**src/rtl/core/vcsp_pkg.sv**
```systemverilog
// Shared types and constants for the VGM command stream parser.
package vcsp_pkg;

  localparam logic [7:0]  OP_WRITE    = 8'h50;
  localparam logic [7:0]  OP_WAIT_N   = 8'h61;
  localparam logic [7:0]  OP_WAIT_60  = 8'h62;
  localparam logic [7:0]  OP_WAIT_50  = 8'h63;
  localparam logic [15:0] WAIT_60_LEN = 16'd735;
  localparam logic [15:0] WAIT_50_LEN = 16'd882;
  localparam logic [15:0] END_MARK    = 16'h0066;
  localparam logic [7:0]  SKIP_RESET  = 8'd39;

  localparam int QDEPTH = 4;
  localparam int QAW    = $clog2(QDEPTH);

  typedef enum logic [1:0] {
    KIND_WRITE = 2'd0,
    KIND_WAIT  = 2'd1,
    KIND_END   = 2'd2
  } kind_t;

  typedef enum logic [1:0] {
    PH_OPCODE  = 2'd0,
    PH_DATA    = 2'd1,
    PH_WAIT_LO = 2'd2,
    PH_WAIT_HI = 2'd3
  } phase_t;

  typedef struct packed {
    logic        has_cmd;
    kind_t       kind;
    logic [15:0] value;
    logic        has_end;
  } entry_t;

endpackage

```
**src/rtl/core/vcsp_front.sv**
```systemverilog
// Front end: byte intake, skip counter and opcode decode into queue entries.
module vcsp_front
  import vcsp_pkg::*;
(
  input  logic       clk,
  input  logic       rst,
  input  logic       cfg_we,
  input  logic [7:0] cfg_wdata,
  input  logic       accept,
  input  logic [7:0] stream_byte,
  input  logic       last_byte,
  output logic       push,
  output entry_t     push_entry
);

  logic [7:0] skip_bytes;
  logic [7:0] skip_count;
  logic [7:0] skip_count_next;
  logic [7:0] wait_low_byte;
  logic [7:0] wait_low_byte_next;
  phase_t     phase;
  phase_t     phase_next;
  logic       skipping;

  assign skipping = skip_count < skip_bytes;

  always_comb begin
    phase_next = phase;
    if (accept) begin
      if (!skipping) begin
        case (phase)
          PH_OPCODE: begin
            if (stream_byte == OP_WRITE) begin
              phase_next = PH_DATA;
            end else if (stream_byte == OP_WAIT_N) begin
              phase_next = PH_WAIT_LO;
            end
          end
          PH_DATA:    phase_next = PH_OPCODE;
          PH_WAIT_LO: phase_next = PH_WAIT_HI;
          PH_WAIT_HI: phase_next = PH_OPCODE;
          default:    phase_next = PH_OPCODE;
        endcase
      end
      if (last_byte) begin
        phase_next = PH_OPCODE;
      end
    end
  end

  always_comb begin
    push_entry.has_cmd = 1'b0;
    push_entry.kind    = KIND_WRITE;
    push_entry.value   = '0;
    push_entry.has_end = last_byte;
    if (!skipping) begin
      case (phase)
        PH_OPCODE: begin
          if (stream_byte == OP_WAIT_60) begin
            push_entry.has_cmd = 1'b1;
            push_entry.kind    = KIND_WAIT;
            push_entry.value   = WAIT_60_LEN;
          end else if (stream_byte == OP_WAIT_50) begin
            push_entry.has_cmd = 1'b1;
            push_entry.kind    = KIND_WAIT;
            push_entry.value   = WAIT_50_LEN;
          end
        end
        PH_DATA: begin
          push_entry.has_cmd = 1'b1;
          push_entry.kind    = KIND_WRITE;
          push_entry.value   = {8'd0, stream_byte};
        end
        PH_WAIT_HI: begin
          push_entry.has_cmd = 1'b1;
          push_entry.kind    = KIND_WAIT;
          push_entry.value   = {stream_byte, wait_low_byte};
        end
        default: begin
          push_entry.has_cmd = 1'b0;
        end
      endcase
    end
    push = accept && (push_entry.has_cmd || push_entry.has_end);
  end

  always_comb begin
    skip_count_next    = skip_count;
    wait_low_byte_next = wait_low_byte;
    if (accept) begin
      if (skipping) begin
        skip_count_next = skip_count + 8'd1;
      end else if (phase == PH_WAIT_LO) begin
        wait_low_byte_next = stream_byte;
      end
      if (last_byte) begin
        skip_count_next    = '0;
        wait_low_byte_next = '0;
      end
    end
  end

  always_ff @(posedge clk) begin
    if (rst) begin
      skip_bytes    <= SKIP_RESET;
      skip_count    <= '0;
      wait_low_byte <= '0;
      phase         <= PH_OPCODE;
    end else begin
      if (cfg_we) begin
        skip_bytes <= cfg_wdata;
      end
      skip_count    <= skip_count_next;
      wait_low_byte <= wait_low_byte_next;
      phase         <= phase_next;
    end
  end

  a_skip_no_cmd: assert property (@(posedge clk) disable iff (rst)
    accept && skipping |-> !push_entry.has_cmd)
    else $error("command decoded while skipping");

  a_last_clears: assert property (@(posedge clk) disable iff (rst)
    accept && last_byte |=> skip_count == 8'd0 && phase == PH_OPCODE)
    else $error("stream state not cleared after last byte");

endmodule

```
**src/rtl/core/vcsp_queue.sv**
```systemverilog
// Short entry queue between the decode front end and the output back end.
module vcsp_queue
  import vcsp_pkg::*;
(
  input  logic   clk,
  input  logic   rst,
  input  logic   push,
  input  entry_t push_entry,
  input  logic   pop,
  output entry_t pop_entry,
  output logic   full,
  output logic   empty
);

  entry_t         slots [QDEPTH];
  logic [QAW-1:0] wr_ptr;
  logic [QAW-1:0] rd_ptr;
  logic [QAW:0]   count;

  assign full      = count == QDEPTH[QAW:0];
  assign empty     = count == '0;
  assign pop_entry = slots[rd_ptr];

  always_ff @(posedge clk) begin
    if (push) begin
      slots[wr_ptr] <= push_entry;
    end
  end

  always_ff @(posedge clk) begin
    if (rst) begin
      wr_ptr <= '0;
      rd_ptr <= '0;
      count  <= '0;
    end else begin
      if (push) begin
        wr_ptr <= wr_ptr + 1'b1;
      end
      if (pop) begin
        rd_ptr <= rd_ptr + 1'b1;
      end
      if (push && !pop) begin
        count <= count + 1'b1;
      end else if (pop && !push) begin
        count <= count - 1'b1;
      end
    end
  end

  a_no_overflow: assert property (@(posedge clk) disable iff (rst) full |-> !push)
    else $error("push into full queue");

  a_no_underflow: assert property (@(posedge clk) disable iff (rst) empty |-> !pop)
    else $error("pop from empty queue");

endmodule

```
**src/rtl/core/vcsp_back.sv**
```systemverilog
// Back end: unpacks queue entries into single output requests.
module vcsp_back
  import vcsp_pkg::*;
(
  input  logic        clk,
  input  logic        rst,
  input  entry_t      pop_entry,
  input  logic        empty,
  output logic        pop,
  output logic        m_tvalid,
  input  logic        m_tready,
  output logic [15:0] m_tdata,
  output logic [1:0]  m_tuser,
  output logic        m_tlast
);

  entry_t cur;
  logic   cur_valid;
  logic   done;

  assign m_tvalid = cur_valid;
  assign m_tdata  = cur.has_cmd ? cur.value : END_MARK;
  assign m_tuser  = cur.has_cmd ? cur.kind : KIND_END;
  assign m_tlast  = !(cur.has_cmd && cur.has_end);

  assign done = cur_valid && m_tready && m_tlast;
  assign pop  = (!cur_valid || done) && !empty;

  always_ff @(posedge clk) begin
    if (pop) begin
      cur <= pop_entry;
    end else if (cur_valid && m_tready && !m_tlast) begin
      cur.has_cmd <= 1'b0;
    end
  end

  always_ff @(posedge clk) begin
    if (rst) begin
      cur_valid <= 1'b0;
    end else if (pop) begin
      cur_valid <= 1'b1;
    end else if (done) begin
      cur_valid <= 1'b0;
    end
  end

  a_end_is_last: assert property (@(posedge clk) disable iff (rst)
    m_tvalid && m_tuser == KIND_END |-> m_tlast)
    else $error("end request not marked last");

endmodule

```
**src/rtl/core/vgm_command_stream_parser.sv**
```systemverilog
// Top level of the VGM command stream parser.
// Takes one stream byte per cycle (s_tdata, s_tlast marks the final byte) and, after
// dropping skip_bytes leading bytes (reset 39, set through cfg_we/cfg_wdata while idle),
// emits chip write, wait and end-of-stream requests on the m_ side. A byte enters when
// s_tvalid and s_tready are high; its results leave the output register one per cycle
// while m_tready is high, so a byte that yields both a command and the end marker
// emits the command first and then the end marker. A four-entry queue decouples
// intake from output; input stalls only when that queue is full.
module vgm_command_stream_parser
  import vcsp_pkg::*;
(
  input  logic        clk,
  input  logic        rst,
  input  logic        cfg_we,
  input  logic [7:0]  cfg_wdata,
  input  logic        s_tvalid,
  output logic        s_tready,
  input  logic [7:0]  s_tdata,   // [7:0] stream_byte
  input  logic        s_tlast,
  output logic        m_tvalid,
  input  logic        m_tready,
  output logic [15:0] m_tdata,   // [15:0] result_value
  output logic [1:0]  m_tuser,   // [1:0] result_kind
  output logic        m_tlast
);

  logic   accept;
  logic   push;
  logic   pop;
  logic   full;
  logic   empty;
  entry_t push_entry;
  entry_t pop_entry;

  assign s_tready = !full;
  assign accept   = s_tvalid && s_tready;

  vcsp_front u_front (
    .clk         (clk),
    .rst         (rst),
    .cfg_we      (cfg_we),
    .cfg_wdata   (cfg_wdata),
    .accept      (accept),
    .stream_byte (s_tdata),
    .last_byte   (s_tlast),
    .push        (push),
    .push_entry  (push_entry)
  );

  vcsp_queue u_queue (
    .clk        (clk),
    .rst        (rst),
    .push       (push),
    .push_entry (push_entry),
    .pop        (pop),
    .pop_entry  (pop_entry),
    .full       (full),
    .empty      (empty)
  );

  vcsp_back u_back (
    .clk       (clk),
    .rst       (rst),
    .pop_entry (pop_entry),
    .empty     (empty),
    .pop       (pop),
    .m_tvalid  (m_tvalid),
    .m_tready  (m_tready),
    .m_tdata   (m_tdata),
    .m_tuser   (m_tuser),
    .m_tlast   (m_tlast)
  );

endmodule

```
**config.mk**
```make
export PLATFORM = sky130hd
export DESIGN_NAME = vgm_command_stream_parser
export DESIGN_NICKNAME = d
export VERILOG_FILES = /design/src/rtl/core/vcsp_pkg.sv /design/src/rtl/core/vcsp_front.sv /design/src/rtl/core/vcsp_queue.sv /design/src/rtl/core/vcsp_back.sv /design/src/rtl/core/vgm_command_stream_parser.sv
export SDC_FILE = /design/constraint.sdc
export NUM_CORES = 1
export LEC_CHECK = 0
export ABC_AREA = 1
export BUFFER_PORTS_ARGS = -buffer_cell sky130_fd_sc_hd__buf_4
export CORE_MARGIN = 10
export CORE_UTILIZATION = 60
export CTS_CLUSTER_DIAMETER = 150
export DETAILED_ROUTE_END_ITERATION = 8
export PLACE_DENSITY = 0.86
export SLEW_MARGIN = 10
export SYNTH_ARGS = -nofsm -noshare
export SYNTH_HDL_FRONTEND = slang
export SYNTH_SLANG_ARGS = --single-unit
```
**constraint.sdc**
```tcl
create_clock -name clk -period 6.1 [get_ports clk]
set_input_delay 0 -clock clk [delete_from_list [all_inputs] [get_ports clk]]
set_output_delay 0 -clock clk [all_outputs]
set_load 0.1 [all_outputs]
```
==> results of run 1 <==
-- synth_stat cells (6+ instances only) --
| cell type | number | share of area (%) |
|---|---|---|
| buf_2 | 6 | 0.52 |
| nand2_2 | 9 | 0.98 |
| ha_1 | 13 | 2.8 |
| dfxtp_1 | 36 | 13 |
| edfxtp_1 | 95 | 50 |
| nor3_1 | 7 | 0.61 |
| a21oi_1 | 34 | 3.0 |
| inv_1 | 71 | 4.6 |
| o22ai_1 | 23 | 2.5 |
| nand2_1 | 76 | 5.0 |
| nor2_1 | 91 | 5.9 |
| clkbuf_1 | 12 | 0.78 |
| nand4_1 | 6 | 0.65 |
| o21ai_0 | 53 | 4.6 |
| nand3_1 | 14 | 1.2 |
-- kinds of logic after synthesis --
family / synth area share, %
AOI/OAI and AO/OA: 11.0
xor gates and xnor gates: 0.458
adders and majority gates: 3.18
buffers and inverters: 6.67
DFF: 62.2
and+or+nand+nor: 16.4
-- power breakdown --
group | switching [mW] | leakage (nW) | internal, mW
registers | 0.0796 | 1.17 | 1.13
clock network | 0.404 | 0.267 | 0.553
logic | 0.911 | 1.44 | 0.267
-- layer usage --
metal / part of all wire (%) / vias up / routed length (um) / track usage [%]
met2: 50 / 218 / 6710 / 33.0
met4: 2.2 / 0 / 286 / 6.49
met3: 8.4 / 34 / 1120 / 5.56
li1: - / 2110 / - / -
met5: 0 / - / 0 / 0
met1: 39 / 2131 / 5180 / 22.8
-- worst max path at each step --
stage	endpoint	from	slack [ns]	cells after the start
2_1_floorplan	u_queue.slots[0][0]	u_queue.count[1]	3.01	7
3_3_place_gp	u_queue.count[1]	u_front.skip_count[5]	3.62	13
3_5_place_dp	u_queue.count[1]	u_front.skip_count[5]	3.50	13
4_1_cts	u_queue.count[1]	u_front.skip_count[5]	3.41	13
5_1_grt	u_queue.count[2]	u_front.skip_bytes[7]	3.16	18
6_report	u_queue.count[1]	u_front.skip_count[5]	3.44	13
-- state kept, by name, summed over array words and instances, names as in the netlist, named ones only --
register / count
u_back.m_tvalid: 1
u_front.skip_bytes: 8
u_front.skip_count: 8
u_front.phase: 2
u_queue.count: 3
u_queue.slots: 76
u_back.cur: 19
u_queue.wr_ptr: 2
u_front.wait_low_byte: 8
u_queue.rd_ptr: 2
-- area by class of cell --
class	instances	area (um2)
flip-flops and latches	131	3570
fillers	564	2230
multi-input cells	349	1790
repair buffers	81	693
clock buffers	18	418
inverters	75	282
well taps	129	161
clock inverters	14	145
-- worst max-delay path: stages (launching register included) --
cell     delay, ns
dfxtp_1       0.42
ha_1          0.29
a21oi_1       0.17
o21a_1        0.20
nand2_2       0.10
nand2_1       0.10
nand2_2       0.09
nand2_1       0.18
inv_1         0.06
ha_1          0.19
inv_1         0.10
fa_1          0.41
o21ai_0       0.17
a21oi_1       0.05
-- through the flow --
| step | power [mW] | util, % | hold slack [ns] | area, um2 |
|---|---|---|---|---|
| finish | 3.34 | 76.0 | 0.286 | 7060 |
| global route | 3.49 | 76.0 | 0.304 | 7060 |
| CTS | 3.35 | 76.0 | 0.257 | 7060 |
| detailed placement | 2.38 | 66.3 | 0.226 | 6150 |
| global placement | 2.33 | 66.3 | 0.209 | 6150 |
| floorplan | 2.11 | - | 0.0989 | 5740 |
==> flow_summary_export.csv, run 1 <==
group,metric,value,unit
timing,fin_setup_tns,0,ns
die,initial_core_util,61.8,%
clocking,insertion_delay,0.53,ns
clocking,cts_max_path_buffers,2,
detailed_routing,route.detailed.drc,0,
min_path,min_from,"rst",
clocking,ctsRootBufferMaster,"clkbuf_8",
min_path,hold_path_end,"u_front.skip_count[4]",
timing,rsz0062_at_grt,"no",
cells_and_area,insertedDiodeCount,0,
timing,worst_slew_margin_rel,23.8,%
timing,max_freq,0.376,GHz
setup_path,worstPathArrival,3.08,ns
timing,setup_violations,0,
placement,place_ws,3.50,ns
detailed_routing,first_iter_violations,434,
clocking,htree_levels,4,
die,core_area,9280,um2
pwr,p_leak,2.87,nW
clocking,ctsHoldBuffers,34,
setup_path,end_kind,"flop",
timing,finalCritPeriodShare,43.6,%
flow_run,maxCapViolCount,0,
yosys,ys_seq_elements,131,
placement,dp_hpwl,7.96,mm
yosys,postSynthAreaPerCell,9.97,um2
cells_and_area,drive_above_1_share,15.1,%
timing,hold_viol,0,
timing,period_minus_slack,2.66,ns
timing,slew_violations,0,
detailed_routing,drt_first_pass_iters,5,
setup_path,rr_endpoint,"u_queue.count[1]",
cells_and_area,layout_commonest_cell,"edfxtp_1",
pwr,vdd_ir_drop_max,0.257,mV
placement,place_congestion,0.877,
yosys,syn_area,5740,um2
min_path,hp-class,"in2reg",
die,placementRows,35,
detailed_routing,detail_route.wl_per_cell,16.7,um
setup_path,startpoint_type,"flop",
timing,clock_skew,0.0101,ns
detailed_routing,antenna_left,0,
yosys,async_flop_share,0,%
die,fp.dieW,118,um
yosys,syn_nets,612,
setup_path,reg2reg_slack,3.44,ns
detailed_routing,via_per_inst,5.64,
yosys,synth_edf_count,95,
global_routing,antenna_found_initial,0,
global_routing,grt_pass1_wl,21.9,mm
cells_and_area,final_cells,797,
min_path,hold_depth,3,
placement,dp.cells,731,
yosys,syn-instance-count,576,
clocking,clock-sinks,131,
cells_and_area,final_nets,691,
global_routing,grt_max_degree,40,
setup_path,reg2reg_from,"u_front.skip_count[5]",
setup_path,crit_type,"reg2reg",
global_routing,first_global_vias,4429,
die,die-area,13900,um2
clocking,cts_setup_buffers,0,
run_status,outcome,"complete, no violations",
clocking,cts_resized,0,
placement,port_buffers,42,
timing,tightest_slew,1.14,ns
setup_path,required,6.52,ns
setup_path,cp_max_fo,5,
yosys,yosys_most_used_dff,"edfxtp_1",
cells_and_area,area_growth_syn_to_layout,22.9,%
timing,setup_ws,3.44,ns
global_routing,overflow,0,
yosys,synth.distinct_cells,33,
detailed_routing,vias,4493,
global_routing,grt_usage,19.3,%
cells_and_area,layout_common_cells,"95 x edfxtp_1, 91 x nor2_1, 76 x nand2_1",
clocking,cts.clk_slew.worst_paths,0.06,ns
clocking,numCtsBuffers,17,
die,die_h,118,um
detailed_routing,wl,13.3,mm
pwr,powerDensity,474,nW/um2
clocking,tritoncts,"done",
yosys,yosysWarnings,0,
die,ios,43,
setup_path,reg2reg_depth,13,
yosys,ys_seq_area_share,62.2,%
No activity file was read; power rests on OpenSTA's default activity.
==> run 2, diff against run 1 <==
--- a/config.mk
+++ b/config.mk
@@ -5,7 +5,7 @@
 export SDC_FILE = /design/constraint.sdc
 export NUM_CORES = 1
 export LEC_CHECK = 0
-export ABC_AREA = 1
+export ABC_AREA = 0
 export BUFFER_PORTS_ARGS = -buffer_cell sky130_fd_sc_hd__buf_4
 export CORE_MARGIN = 10
 export CORE_UTILIZATION = 60
==> constraint.sdc (replaced) <==
create_clock -name clk -period 2.6 [get_ports clk]
set_input_delay 0 -clock clk [delete_from_list [all_inputs] [get_ports clk]]
set_output_delay 0 -clock clk [all_outputs]
set_load 0.1 [all_outputs]
==> run 2 against run 1 <==
  * The flow now finishes with violations (setup timing)
  * Utilization up 5.3 points
  * Combinational power up 100%
  * Cell count down 15%
  * Total power up 120%
  * Critical path type unchanged
  * Largest cell class unchanged
  * Largest power group unchanged
  * Highest routed layer unchanged
==> flow_summary_export.csv, run 2 <==
group,metric,value,unit
pwr,power.switching,2.73,mW
die,core_area,9280,um2
detailed_routing,antenna_left,0,
setup_path,cp.depth,12,
yosys,async_flop_share,0,%
run_status,outcome,"complete, but fails checks",
pwr,powerDensity,985,nW/um2
die,die-area,13900,um2
global_routing,first_global_vias,4221,
timing,rsz0062_at_grt,"yes",
cells_and_area,insertedDiodeCount,0,
detailed_routing,via_per_inst,6.13,
pwr,seqPwrFrac,35.9,%
timing,hold_viol,0,
die,ios,43,
detailed_routing,wl,14.6,mm
yosys,syn-instance-count,421,
yosys,syn_nets,457,
clocking,numCtsBuffers,17,
global_routing,overflow,0,
detailed_routing,drt_first_pass_iters,5,
yosys,synth_top_area_cell,"edfxtp_1",
detailed_routing,first_iter_violations,420,
clocking,ctsRootBufferMaster,"clkbuf_8",
yosys,synth_edf_count,95,
setup_path,end_kind,"flop",
pwr,p_int,4.71,mW
cells_and_area,largest_registers,"u_queue.slots x76, u_back.cur x19",
yosys,ys_seq_area_share,62.1,%
yosys,yosys_most_used_dff,"edfxtp_1",
setup_path,cp_cell_sequence,"inv_2 -> ha_4 -> a41oi_4 -> a21oi_4 -> a21boi_4 -> a221oi_4 -> ha_2 -> inv_2 -> fa_2 -> xor2_1 -> or3_1 -> a21oi_1",
clocking,htree_levels,4,
timing,slew_violations,0,
setup_path,crit_family,"adder cells",
clocking,tritoncts,"done",
pwr,comb_power_share,31.9,%
yosys,yosysWarnings,0,
timing,period_minus_slack,2.66,ns
placement,port_buffers,42,
setup_path,critPathMostFrequentCell,"inv_2",
min_path,hold_depth,2,
placement,place_ws,-0.0796,ns
setup_path,slowest_stage,"dfxtp_2",
setup_path,reg2reg_depth,12,
pwr,vdd_ir_drop_max,0.567,mV
global_routing,grt_usage,21.1,%
detailed_routing,vias,4159,
cells_and_area,largest-register,"u_queue.slots",
die,fp.dieW,118,um
setup_path,cpPeakStageDelay,0.33,ns
cells_and_area,fin_area,7550,um2
yosys,ys_seq_elements,131,
run_status,violations,"setup timing",
placement,placed_area,6410,um2
timing,worst_slew_margin_rel,55.5,%
flow_run,maxCapViolCount,0,
clocking,cts.clk_slew.worst_paths,0.06,ns
global_routing,grt_max_degree,34,
cells_and_area,area_growth_syn_to_layout,31.2,%
detailed_routing,route.detailed.drc,0,
yosys,syn_area,5760,um2
yosys,postSynthAreaPerCell,13.7,um2
yosys,synth_most_common_cell,"edfxtp_1",
placement,dp_hpwl,8.05,mm
cells_and_area,layout_common_cells,"95 x edfxtp_1, 72 x buf_4, 40 x dlygate4sd3_1",
die,initial_core_util,62.0,%
yosys,yosysTopAreaCellShare,49.6,%
clocking,cts_max_path_buffers,2,
placement,place_congestion,0.899,
setup_path,cp_max_fo,2,
cells_and_area,drive_above_1_share,30.4,%
timing,setup_violations,1,
cells_and_area,layout_commonest_cell,"edfxtp_1",
die,die_h,118,um
timing,max_freq,0.376,GHz
timing,setup_ws,-0.0596,ns
setup_path,worstPathArrival,3.11,ns
timing,finalCritPeriodShare,102,%
pwr,p_leak,2.76,nW
timing,clock_skew,0.00713,ns
cells_and_area,fill_cells,471,
cells_and_area,final_cells,678,
global_routing,grt_pass1_wl,23.0,mm
setup_path,critPathBufInv,2,
min_path,hp-class,"in2reg",
yosys,synth_top_cells_by_count,"95 x edfxtp_1, 36 x dfxtp_1, 28 x nand2_1",
setup_path,required,3.05,ns
setup_path,crit_type,"reg2reg",
timing,tightest_slew,0.663,ns
clocking,clock-sinks,131,
pwr,clkPwrFrac,32.2,%
placement,dp.cells,598,
global_routing,antenna_found_initial,0,
cells_and_area,final_nets,572,
cells_and_area,largest_reg_flops,76,
yosys,synth.distinct_cells,56,
setup_path,startpoint_type,"flop",
detailed_routing,detail_route.wl_per_cell,21.5,um
clocking,insertion_delay,0.52,ns
pwr,switching_share,36.7,%
yosys,yosys-top-cells-area,"edfxtp_1 50%, dfxtp_1 13%, mux4_2 7.4%",
die,placementRows,35,
## run 2: cell types whose count changed in the layout (fill, tap and decap cells not counted), moves of 8 or more
cell	previous run	this run
mux4_2	0	19
a21oi_1	34	23
nand2_1	76	28
and2_1	0	26
nand2_2	9	0
inv_1	71	16
mux2i_1	0	8
buf_4	47	72
o22ai_1	23	0
o21ai_0	53	2
o211ai_1	1	11
nor2_1	91	27
## run 2: cells by family after synthesis
kind of cell | synth area share (%)
adder cells (fa/ha/maj) | 3.17
AO/OA/AOI/OAI | 8.89
flip-flops | 62.1
AND/OR/NAND/NOR | 12.2
buffers and inverters | 2.89
multiplexers | 10.2
XOR/XNOR | 0.609
## run 2: cell type report
cell class	instances	area, um2	share of cell area [%]
clock inverters	13	174	2.30
inverters	21	78.8	1.04
clock buffers	19	422	5.58
flip-flops and latches	131	3580	47.4
repair buffers	116	1020	13.5
multi-input cells	249	2110	28.0
well taps	129	161	2.14
## run 2: path summary, 6_finish.rpt
path                         startpoint                   to  slack [ns]
hold / removal                  s_tlast  u_queue.slots[3][0]        0.33
setup / recovery  u_front.skip_bytes[5]     u_queue.count[2]       -0.06
hold reg to reg         u_back.m_tvalid      u_back.m_tvalid        0.53
setup reg to reg  u_front.skip_bytes[5]     u_queue.count[2]       -0.06
## run 2: stage by stage
stage,setup TNS (ns),utilization [%],hold slack [ns],power (mW)
floorplan,-0.0981,-,0.0989,4.46
global placement,0,69.0,0.226,4.95
detailed placement,-0.0796,69.0,0.232,5.01
CTS,-0.0345,81.0,0.325,7.46
global route,-0.148,81.3,0.346,7.70
finish,-0.0596,81.3,0.334,7.44
## run 2: routing by layer
metal  track usage, %  vias to the layer above  wire length (um)
met1             21.9                     2009              5240
li1                 -                     1827                 -
met5                0                        -                 0
met3             5.80                       70              1120
met4             11.7                        0               786
met2             37.5                      253              7430
## run 2: power by group through the flow
stage	Combinational (mW)	Sequential [mW]	Clock (mW)
6_report	2.37	2.67	2.40
5_1_grt	2.50	2.70	2.50
4_1_cts	2.39	2.67	2.40
3_5_place_dp	2.30	2.71	0
3_3_place_gp	2.26	2.69	0
2_1_floorplan	1.75	2.71	0
## run 2: repair_timing
item / in CTS / in global routing
buffers inserted: 6 / 2
hold endpoints to repair: 66 / 0
gates resized for setup: 14 / 4
pin swaps: 6 / 3
setup endpoints to repair: 1 / 6
hold buffers: 40 / 0
